### config.mk
export PLATFORM = sky130hd
export DESIGN_NAME = rotating_bar_chain_kinematics_unit
export DESIGN_NICKNAME = d
export VERILOG_FILES = /design/src/design/rbc_kin_pkg.sv /design/src/design/rotating_bar_chain_kinematics_unit.sv
export SDC_FILE = /design/constraint.sdc
export NUM_CORES = 2
export LEC_CHECK = 0
export ABC_AREA = 1
export BUFFER_PORTS_ARGS = -buffer_cell sky130_fd_sc_hd__buf_4
export CAP_MARGIN = 20
export CORE_ASPECT_RATIO = 0.5
export CORE_MARGIN = 4
export CORE_UTILIZATION = 40
export CTS_CLUSTER_DIAMETER = 120
export CTS_CLUSTER_SIZE = 10
export DETAILED_ROUTE_END_ITERATION = 8
export GPL_ROUTABILITY_DRIVEN = 0
export PLACE_DENSITY = 0.56
export SYNTH_ARGS = -nofsm -noshare
export SYNTH_HDL_FRONTEND = slang
export SYNTH_SLANG_ARGS = --single-unit
### constraint.sdc
create_clock -name clk_i -period 17.4 [get_ports clk_i]
set_input_delay 0 -clock clk_i [delete_from_list [all_inputs] [get_ports clk_i]]
set_output_delay 0 -clock clk_i [all_outputs]
set_load 0.005 [all_outputs]
### src/design/rbc_kin_pkg.sv
// Shared types and constants for the rotating bar chain kinematics unit.
`timescale 1ns / 1ps

package rbc_kin_pkg;

  // Operation codes of an input word
  localparam logic OpLoad = 1'b0;
  localparam logic OpTick = 1'b1;

  // Rotation CORDIC set-up: iteration count and gain-compensated start value
  localparam int unsigned CordicSteps = 14;
  localparam logic signed [18:0] CordicStart = 19'sd39797;

  // Rounding offset for the 16-bit right shift of each length product
  localparam logic signed [41:0] RoundHalf = 42'sd32768;

  // Highest even bit position of the square root search (radicand below 2^40)
  localparam logic [39:0] RootTop = 40'h40_0000_0000;

  // Sequencer states, one-hot
  typedef enum logic [10:0] {
    ST_IDLE = 11'b000_0000_0001,
    ST_PREP = 11'b000_0000_0010,
    ST_ROT  = 11'b000_0000_0100,
    ST_MULC = 11'b000_0000_1000,
    ST_MULS = 11'b000_0001_0000,
    ST_ACCS = 11'b000_0010_0000,
    ST_SQX  = 11'b000_0100_0000,
    ST_SQY  = 11'b000_1000_0000,
    ST_SQS  = 11'b001_0000_0000,
    ST_ROOT = 11'b010_0000_0000,
    ST_EMIT = 11'b100_0000_0000
  } state_e;

  // Arctangent of 2^-i in 1/65536-turn units
  function automatic logic [13:0] atan_lut(input logic [3:0] i);
    logic [13:0] v;
    case (i)
      4'd0:    v = 14'd8192;
      4'd1:    v = 14'd4836;
      4'd2:    v = 14'd2555;
      4'd3:    v = 14'd1297;
      4'd4:    v = 14'd651;
      4'd5:    v = 14'd326;
      4'd6:    v = 14'd163;
      4'd7:    v = 14'd81;
      4'd8:    v = 14'd41;
      4'd9:    v = 14'd20;
      4'd10:   v = 14'd10;
      4'd11:   v = 14'd5;
      4'd12:   v = 14'd3;
      4'd13:   v = 14'd1;
      default: v = 14'd0;
    endcase
    return v;
  endfunction

endpackage

### src/design/rotating_bar_chain_kinematics_unit.sv
// Top level of the rotating bar chain kinematics unit: tables, sequencer and shared datapath.
`timescale 1ns / 1ps
// Sequence: a load word is written to its bar table when it is accepted. A tick holds the input,
//   plus output stalls, through the accept cycle, then per bar a prepare state, 14 CORDIC steps,
//   three multiply/accumulate states and an output state; on the last bar three squaring states
//   and 20 square root steps.
// Throughput: one tick at a time; the single CORDIC stage and the single multiplier set it.
// Reset: rst_ni clears all bar tables, the tick counter and the sequencer at once.
module rotating_bar_chain_kinematics_unit #(
  parameter int unsigned BAR_COUNT = 3
) (
  input  logic        clk_i,
  input  logic        rst_ni,
  // input words
  input  logic        in_valid_i,
  output logic        in_ready_o,
  input  logic        op_i,
  input  logic [2:0]  bar_slot_i,
  input  logic [14:0] bar_length_i,
  input  logic [15:0] start_angle_i,
  input  logic [15:0] phase_step_i,
  // result words
  output logic        out_valid_o,
  input  logic        out_ready_i,
  output logic [15:0] tick_number_o,
  output logic [2:0]  joint_slot_o,
  output logic [19:0] joint_x_o,
  output logic [19:0] joint_y_o,
  output logic [15:0] joint_angle_o,
  output logic [18:0] end_distance_o,
  output logic        last_o
);
  import rbc_kin_pkg::*;

  localparam int unsigned IdxW = (BAR_COUNT > 1) ? $clog2(BAR_COUNT) : 1;

  // bar tables and counters
  logic [14:0] len_q   [BAR_COUNT];
  logic [15:0] step_q  [BAR_COUNT];
  logic [15:0] angle_q [BAR_COUNT];
  logic [15:0] tick_q;

  state_e state_q, state_d;
  logic [IdxW-1:0] idx_q;
  logic [3:0]      iter_q;

  // CORDIC registers
  logic signed [18:0] cx_q, cy_q;
  logic signed [16:0] cz_q;
  logic               flip_q;
  logic [15:0]        ang_q;

  // accumulation and root registers
  logic signed [19:0] x_q, y_q;
  logic signed [41:0] prod_q;
  logic [39:0]        sq_q;
  logic [39:0]        rad_q;
  logic [39:0]        root_q;
  logic [39:0]        rbit_q;

  // combinational helpers
  logic               in_acc, out_acc, is_last, slot_ok;
  logic [15:0]        ang_new;
  logic               fold_hit;
  logic signed [18:0] dx, dy, cos_v, sin_v;
  logic signed [16:0] atan_v;
  logic signed [20:0] mul_a, mul_b;
  logic signed [41:0] prod_d, rnd_sum;
  logic signed [19:0] term;
  logic [39:0]        root_try;

  assign in_ready_o  = (state_q == ST_IDLE);
  assign out_valid_o = (state_q == ST_EMIT);
  assign in_acc  = in_valid_i && in_ready_o;
  assign out_acc = out_valid_o && out_ready_i;
  assign is_last = (idx_q == IdxW'(BAR_COUNT - 1));
  assign slot_ok = ({1'b0, bar_slot_i} < 4'(BAR_COUNT));

  // advance the angle and fold it into a quarter turn either side of zero
  assign ang_new  = angle_q[idx_q] + step_q[idx_q];
  assign fold_hit = ($signed(ang_new) > 16'sd16384) || ($signed(ang_new) < -16'sd16384);

  // CORDIC micro-rotation terms
  assign dx     = cy_q >>> iter_q;
  assign dy     = cx_q >>> iter_q;
  assign atan_v = $signed({3'b000, atan_lut(iter_q)});

  // undo the half-turn fold
  assign cos_v = flip_q ? -cx_q : cx_q;
  assign sin_v = flip_q ? -cy_q : cy_q;

  // shared multiplier operand select
  always_comb begin
    mul_a = '0;
    mul_b = '0;
    case (state_q)
      ST_MULC: begin
        mul_a = $signed({6'b0, len_q[idx_q]});
        mul_b = {{2{cos_v[18]}}, cos_v};
      end
      ST_MULS: begin
        mul_a = $signed({6'b0, len_q[idx_q]});
        mul_b = {{2{sin_v[18]}}, sin_v};
      end
      ST_SQX: begin
        mul_a = {x_q[19], x_q};
        mul_b = {x_q[19], x_q};
      end
      ST_SQY: begin
        mul_a = {y_q[19], y_q};
        mul_b = {y_q[19], y_q};
      end
      default: begin
        mul_a = '0;
        mul_b = '0;
      end
    endcase
  end

  assign prod_d  = mul_a * mul_b;
  assign rnd_sum = prod_q + RoundHalf;
  assign term    = rnd_sum[35:16];
  assign root_try = root_q + rbit_q;

  // sequencer next state
  always_comb begin
    state_d = state_q;
    case (state_q)
      ST_IDLE: if (in_acc && (op_i == OpTick)) state_d = ST_PREP;
      ST_PREP: state_d = ST_ROT;
      ST_ROT:  if (iter_q == 4'(CordicSteps - 1)) state_d = ST_MULC;
      ST_MULC: state_d = ST_MULS;
      ST_MULS: state_d = ST_ACCS;
      ST_ACCS: state_d = is_last ? ST_SQX : ST_EMIT;
      ST_SQX:  state_d = ST_SQY;
      ST_SQY:  state_d = ST_SQS;
      ST_SQS:  state_d = ST_ROOT;
      ST_ROOT: if (rbit_q[0]) state_d = ST_EMIT;
      ST_EMIT: if (out_acc) state_d = is_last ? ST_IDLE : ST_PREP;
      default: state_d = ST_IDLE;
    endcase
  end

  // control state, tables and tick counter
  always_ff @(posedge clk_i or negedge rst_ni) begin
    if (!rst_ni) begin
      state_q <= ST_IDLE;
      idx_q   <= '0;
      iter_q  <= '0;
      tick_q  <= '0;
      for (int i = 0; i < BAR_COUNT; i++) begin
        len_q[i]   <= '0;
        step_q[i]  <= '0;
        angle_q[i] <= '0;
      end
    end else begin
      state_q <= state_d;
      // load one bar
      if (in_acc && (op_i == OpLoad) && slot_ok) begin
        len_q[bar_slot_i[IdxW-1:0]]   <= bar_length_i;
        angle_q[bar_slot_i[IdxW-1:0]] <= start_angle_i;
        step_q[bar_slot_i[IdxW-1:0]]  <= phase_step_i;
      end
      if (in_acc && (op_i == OpTick)) idx_q <= '0;
      // store the advanced angle
      if (state_q == ST_PREP) begin
        angle_q[idx_q] <= ang_new;
        iter_q         <= '0;
      end
      if (state_q == ST_ROT) iter_q <= iter_q + 4'd1;
      // hand over to the next bar or finish the tick
      if (out_acc) begin
        if (is_last) tick_q <= tick_q + 16'd1;
        else idx_q <= idx_q + IdxW'(1);
      end
    end
  end

  // shared datapath registers
  always_ff @(posedge clk_i) begin
    if (in_acc && (op_i == OpTick)) begin
      x_q <= '0;
      y_q <= '0;
    end
    prod_q <= prod_d;
    case (state_q)
      ST_PREP: begin
        ang_q  <= ang_new;
        flip_q <= fold_hit;
        cx_q   <= CordicStart;
        cy_q   <= '0;
        cz_q   <= fold_hit ? $signed({~ang_new[15], ~ang_new[15], ang_new[14:0]})
                           : $signed({ang_new[15], ang_new});
      end
      ST_ROT: begin
        if (!cz_q[16]) begin
          cx_q <= cx_q - dx;
          cy_q <= cy_q + dy;
          cz_q <= cz_q - atan_v;
        end else begin
          cx_q <= cx_q + dx;
          cy_q <= cy_q - dy;
          cz_q <= cz_q + atan_v;
        end
      end
      ST_MULS: x_q <= x_q + term;
      ST_ACCS: y_q <= y_q + term;
      ST_SQY:  sq_q <= prod_q[39:0];
      ST_SQS: begin
        rad_q  <= sq_q + prod_q[39:0];
        root_q <= '0;
        rbit_q <= RootTop;
      end
      ST_ROOT: begin
        // one result bit per step
        if (rad_q >= root_try) begin
          rad_q  <= rad_q - root_try;
          root_q <= (root_q >> 1) + rbit_q;
        end else begin
          root_q <= root_q >> 1;
        end
        rbit_q <= rbit_q >> 2;
      end
      default: begin
      end
    endcase
  end

  // result word fields
  assign tick_number_o  = tick_q;
  assign joint_slot_o   = 3'(idx_q);
  assign joint_x_o      = x_q;
  assign joint_y_o      = y_q;
  assign joint_angle_o  = ang_q;
  assign end_distance_o = is_last ? root_q[18:0] : 19'd0;
  assign last_o         = is_last;

  // checks
  a_no_overlap: assert property (@(posedge clk_i) disable iff (!rst_ni)
    !(in_ready_o && out_valid_o))
    else $error("input taken while a result word is pending");

  a_dist_zero: assert property (@(posedge clk_i) disable iff (!rst_ni)
    (out_valid_o && !last_o) |-> (end_distance_o == 19'd0))
    else $error("distance reported on a non-final word");

  a_tick_done: assert property (@(posedge clk_i) disable iff (!rst_ni)
    (out_valid_o && out_ready_i && last_o)
      |=> (in_ready_o && tick_number_o == $past(tick_number_o) + 16'd1))
    else $error("tick did not finish after the final word");

  a_next_bar: assert property (@(posedge clk_i) disable iff (!rst_ni)
    (out_valid_o && out_ready_i && !last_o) |=> (!in_ready_o && !out_valid_o))
    else $error("sequencer left the tick early");

endmodule

[Word-level counts from Yosys, hierarchy flattened]
Memory sizes are Yosys's and may differ from the RTL's.
Cells that the tools add are included.
Storage, ports and cells
  register bits after elaboration: 486
  bits in read-only memories: 224
  input bits: 55
  output and inout port bits: 97
  word-level logic and storage cells: 147
  memories kept: 1
Cells by class
  $add $sub $neg: 19
  multiply operators: 1
  magnitude comparators: 8
  equal/unequal tests: 18
  shift-type cells: 2
  mux-type cells: 53
  bitwise operators: 4
  reductions and logical operators: 16
Memory list
  (no name shown): words 16, bits a word 14, rd ports 1, clocked after memory_dff 0, wr ports 0, line rbc_kin_pkg.sv:38  | case (i)
Operators with widths (count)
  $pmux W40 S2: 3
  $bwmux W48: 3
  $pmux W11 S11: 1
  $mux W16: 6
  $mux W48: 2
  $mux W19: 5
  $pmux W21 S4: 1
  $add A40 B40 Y40: 2
  $mux W40: 2
  $pmux W19 S2: 2
  $bmux W16 S2: 2
  $demux W16 S2: 2
  $pmux W21 S3: 1
  $mux W20: 3
  $mux W11: 5
  $bwmux W45: 1
  $mux W15: 3
  $add A20 B20 Y20: 2
  $add A39 B40 Y40: 1
  $ge A40 B40 Y1: 1
  $mul A21 B21 Y40: 1
  $sub A40 B40 Y40: 1
  $add A19 B19 Y19: 2
  $neg A19 Y19: 2
  other kinds (43): 67

[Logic depth before layout (Yosys ltp)]
  word-level depth: 9
  mapped depth: 42

[Worst setup path before layout]
No wires, ideal clock.
  path type: register to register
  start: register cy_q[1]
  end: register prod_q[39]
  library setup time: 0.112 ns
  arrival time: 7.306 ns
  required time: 17.288 ns
  path slack: 9.982 ns
  cell stages (with the launch flop): 39
  cell sequence: edfxtp_1 > inv_1 > ha_1 > nand3_1 > nor3_1 > a21oi_1 > nand2_1 > nand2_1 > o221ai_1 > clkbuf_1 > nand2_1 > fa_1 > inv_1 > fa_1 > inv_1 > fa_1 > inv_1 > fa_1 > [... 3 more ...] > fa_1 > inv_1 > fa_1 > inv_1 > ha_1 > nand2_1 > nor2_1 > inv_1 > nor3_1 > inv_1 > nor4_1 > nand3_1 > nand3_1 > nand2_1 > nand2_1 > inv_1 > nand2_1 > nand2_1
On the way
  longest elaborated chain between the ends: 4
RTL lines
  start: declaration: line rotating_bar_chain_kinematics_unit.sv:48  | logic signed [18:0] cx_q, cy_q;
  start signal: assignment: line rotating_bar_chain_kinematics_unit.sv:198  | cy_q <= cy_q + dy;
  start signal: assignment: line rotating_bar_chain_kinematics_unit.sv:202  | cy_q <= cy_q - dy;
  $neg A19 Y19: line rotating_bar_chain_kinematics_unit.sv:90  | assign sin_v = flip_q ? -cy_q : cy_q;
  $mux W19 *: line rotating_bar_chain_kinematics_unit.sv:90
  $pmux W21 S4 *: line rotating_bar_chain_kinematics_unit.sv:96  | case (state_q)
  $mul A21 B21 Y40 *: line rotating_bar_chain_kinematics_unit.sv:120  | assign prod_d = mul_a * mul_b;
  net prod_d[39]: line rotating_bar_chain_kinematics_unit.sv:68  | logic signed [41:0] prod_d, rnd_sum;
  end signal: assignment: line rotating_bar_chain_kinematics_unit.sv:185  | prod_q <= prod_d;
  end: declaration: line rotating_bar_chain_kinematics_unit.sv:55  | logic signed [41:0] prod_q;
The timed path passes the listed nets; every way through them passes the cells marked *.
A chain may end at the register's enable or synchronous reset.

[Worst setup path in the final report]
  start: register flip_q
  end: register prod_q[39]
On the way
  longest elaborated chain between the ends: 3
RTL lines
  start: declaration: line rotating_bar_chain_kinematics_unit.sv:50  | logic flip_q;
  start signal: assignment: line rotating_bar_chain_kinematics_unit.sv:189  | flip_q <= fold_hit;
  $mux W19 (on tied branches): line rotating_bar_chain_kinematics_unit.sv:90, rotating_bar_chain_kinematics_unit.sv:89
  $pmux W21 S4 *: line rotating_bar_chain_kinematics_unit.sv:96
  $mul A21 B21 Y40 *: line rotating_bar_chain_kinematics_unit.sv:120
  net prod_d[39]: line rotating_bar_chain_kinematics_unit.sv:68
Marked as above.

==> results by group <==
Layout
  – Register area: 12700 µm²
  – Utilization after layout: 0.441
  – Most common cell after layout, fill and taps aside: nand2_1
  – Synth-to-layout area growth: 9.49%
  – Multi-input gate area: 34300 µm²
  – Nets: 8161
  – Ratio of cells with drive above 1 in the final layout: 0.0481
  – # fillers: 13808
  – Layout Cells excl Fill: 9130
  – Most frequent cells in the layout: nand2_1, inv_1, nor2_1, a21oi_1, o21ai_0

Synthesis
  – Mapped Cells: 7210
  – Register area share after synthesis: 0.240
  – Yosys warning count: 0
  – Synth Register Bits: 466
  – Synth Area per Inst: 7.35 µm²
  – Post-synth EDFFs: 252
  – Yosys cell types: 75
  – Mapped Area: 53000 µm²
  – Syn_nets: 8051
  – Proportion of synthesized flip-flops having asynchronous set or reset: 0.373
  – Synth Flop Type: edfxtp_1

Detailed routing
  – 1st-pass router iterations: 5
  – Starting DRT DRC Count: 3797
  – ANT nets after route: 0
  – DRC Markers: 0
  – Final WL: 167 mm
  – Via-to-Cell Ratio: 5.21
  – WL/cell: 18.3 µm
  – Via count: 47595

Floorplanning
  – Chip Height: 265 µm
  – Core ar.: 131000 µm²
  – Chip width: 523 µm
  – Top Ports: 152
  – Total die area: 139000 µm²
  – Row count: 94
  – Initial Util: 0.403

GRT
  – Vias in the first global route: 46310
  – Total track usage: 0.240
  – Initial antenna violation count: 2
  – Remaining Overflow, GRT: 0
  – Wire length of the first global-routing pass: 265 mm
  – Largest net degree at the start of global routing: 108

STA
  – Post-route worst setup slack: 7.98 ns
  – Rel. slew slack: 0.270
  – # setup viols final: 0
  – Post-route clock skew: 0.0407 ns
  – Worst-Margin Slew: 1.09 ns
  – Fin crit period: 9.42 ns
  – WHS: 0.0635 ns
  – Hold Violations, Final: 0
  – Period Utilization, post-route: 0.541
  – Setup_tns: 0 ns
  – RSZ-0062 raised after global routing: no
  – Highest Clock Rate: 106 MHz
  – Max-slew violation count: 0

Worst setup path
  – CP Class: reg -> reg
  – CP arrival: 9.98 ns
  – Req. time, crit path: 17.96 ns
  – Crit path max fanout: 25
  – Critical path's largest stage delay: 0.82 ns
  – CP endpoint kind: register
  – Type of origin of the critical path: register
  – Crit-path slowest cell: edfxtp_1
  – Most used cell, CP: inv_1

Clock tree
  – Post-CTS Repair Setup Buffers: 0
  – CTS sink count: 466
  – CTS Buf Count: 52
  – H-tree Lvls: 2
  – Count of cells resized by post-cts repair: 0
  – CTS tree: done
  – Worst-Skew Late Latency: 0.66 ns
  – Clock Path Buffers: 3
  – CTS Root Cell: clkbuf_16
  – Clock transition at the registers of the reported paths: 0.07 ns
  – CTS hold repair buffers: 62

Min path
  – Worst min path class: in -> async

Power and ir drop
  – Maximum VDD drop: 106 µV
  – P per Cell Area: 98.4 nW/µm²
  – Static leakage: 29.4 nW

Placed design
  – Placed insts: 8980
  – DP HPWL: 131 mm
  – Place WS: 8.06 ns
  – PortBufs: 150

Run status
  – Status: completed

Flow run
  – Max-Cap Viols: 0
area by class of cell:
cell class	count	share of cell area
diodes	1	0.0000431
clock buffers	83	0.0244
clock inverters	4	0.00129
inverters	1358	0.0879
multi-input cells	5176	0.592
flip-flops and latches	466	0.219
well taps	1776	0.0383
repair buffers	266	0.0372
synthesized netlist by cell type, types with 11 or more instances:
library cell  number  area [µm²]
edfxtp_1         252        7570
dfrtp_1          173        4330
xor2_1           140        1230
xnor2_1           84         736
o22ai_1           44         275
nand4_1           61         382
inv_1           1341        5030
nor2_2            16         100
o21a_1            46         345
o21ai_1           35         175
buf_2             78         390
or2_2             17         106
nand2_1         1696        6370
clkbuf_1         109         409
nor4_1            24         150
dfxtp_1           40         801
and3_1            11        68.8
nor2_1           535        2010
ha_1             345        4320
a21o_1            29         218
a221oi_1          11        96.3
nor3_1            74         370
fa_1             441        8830
nand3_1          363        1820
buf_1             12        45.0
a21oi_1          517        2590
a31oi_1           54         338
o21ai_0          450        2250
o211ai_1          26         195
o21bai_1          32         240
o31ai_1           16         120
path summary, 6_finish.rpt:
kind	end	slack, ns	from	cells past startpoint
max	prod_q[39]	7.98	flip_q	34
min	iter_q[1]	0.06	rst_ni	2
max reg2reg	prod_q[39]	7.98	flip_q	34
min reg2reg	sq_q[6]	0.44	prod_q[6]	0
max in group asynchronous	step_q[32]	15.83	rst_ni	3
min in group clk_i	idx_q[0]	0.11	in_valid_i	7
critical path: cells and delay by family (launching register included):
| kind | cells | cell delay, ns |
|---|---|---|
| fa+ha+maj | 8 | 4.20 |
| simple gates | 13 | 2.66 |
| compound gates | 2 | 0.22 |
| flops | 1 | 0.82 |
| buf+inv | 11 | 1.41 |
power breakdown:
group	internal (W)	switching, W
logic	0.00103	0.00203
clock network	0.000558	0.000498
registers	0.00143	0.000159
total	0.00302	0.00269
through the flow:
step,cell area (µm²),total power [W]
2_1_floorplan,53000,0.00377
3_3_place_gp,55900,0.00462
3_5_place_dp,55900,0.00462
4_1_cts,58000,0.00573
5_1_grt,58000,0.00623
6_report,58000,0.00571
registers in the layout, summed over array words and instances (netlist names):
signal and count:
cx_q 19, len_q 45, step_q 48, iter_q 4, idx_q 2, prod_q 40
joint_x_o 20, tick_number_o 16, flip_q 1, root_q 40, joint_angle_o 16, cz_q 17
rbit_q 20, rad_q 40, state_q 11, joint_y_o 20, sq_q 40, angle_q 48
cy_q 19
cells by family after synthesis:
kind of cell,synth area share
xor+xnor,0.0370
flops,0.240
buf+inv,0.114
other cells,0.0000707
compound gates,0.139
simple gates,0.222
fa+ha+maj,0.248
metal layers:
| layer | global-route usage | part of all wire | up-vias |
|---|---|---|---|
| li1 | - | - | 23318 |
| met1 | 0.349 | 0.47 | 22686 |
| met2 | 0.386 | 0.45 | 1405 |
| met3 | 0.0313 | 0.064 | 186 |
| met4 | 0.0404 | 0.018 | 0 |
| met5 | 0 | 0 | - |
No activity file was read; power rests on OpenSTA's default activity.
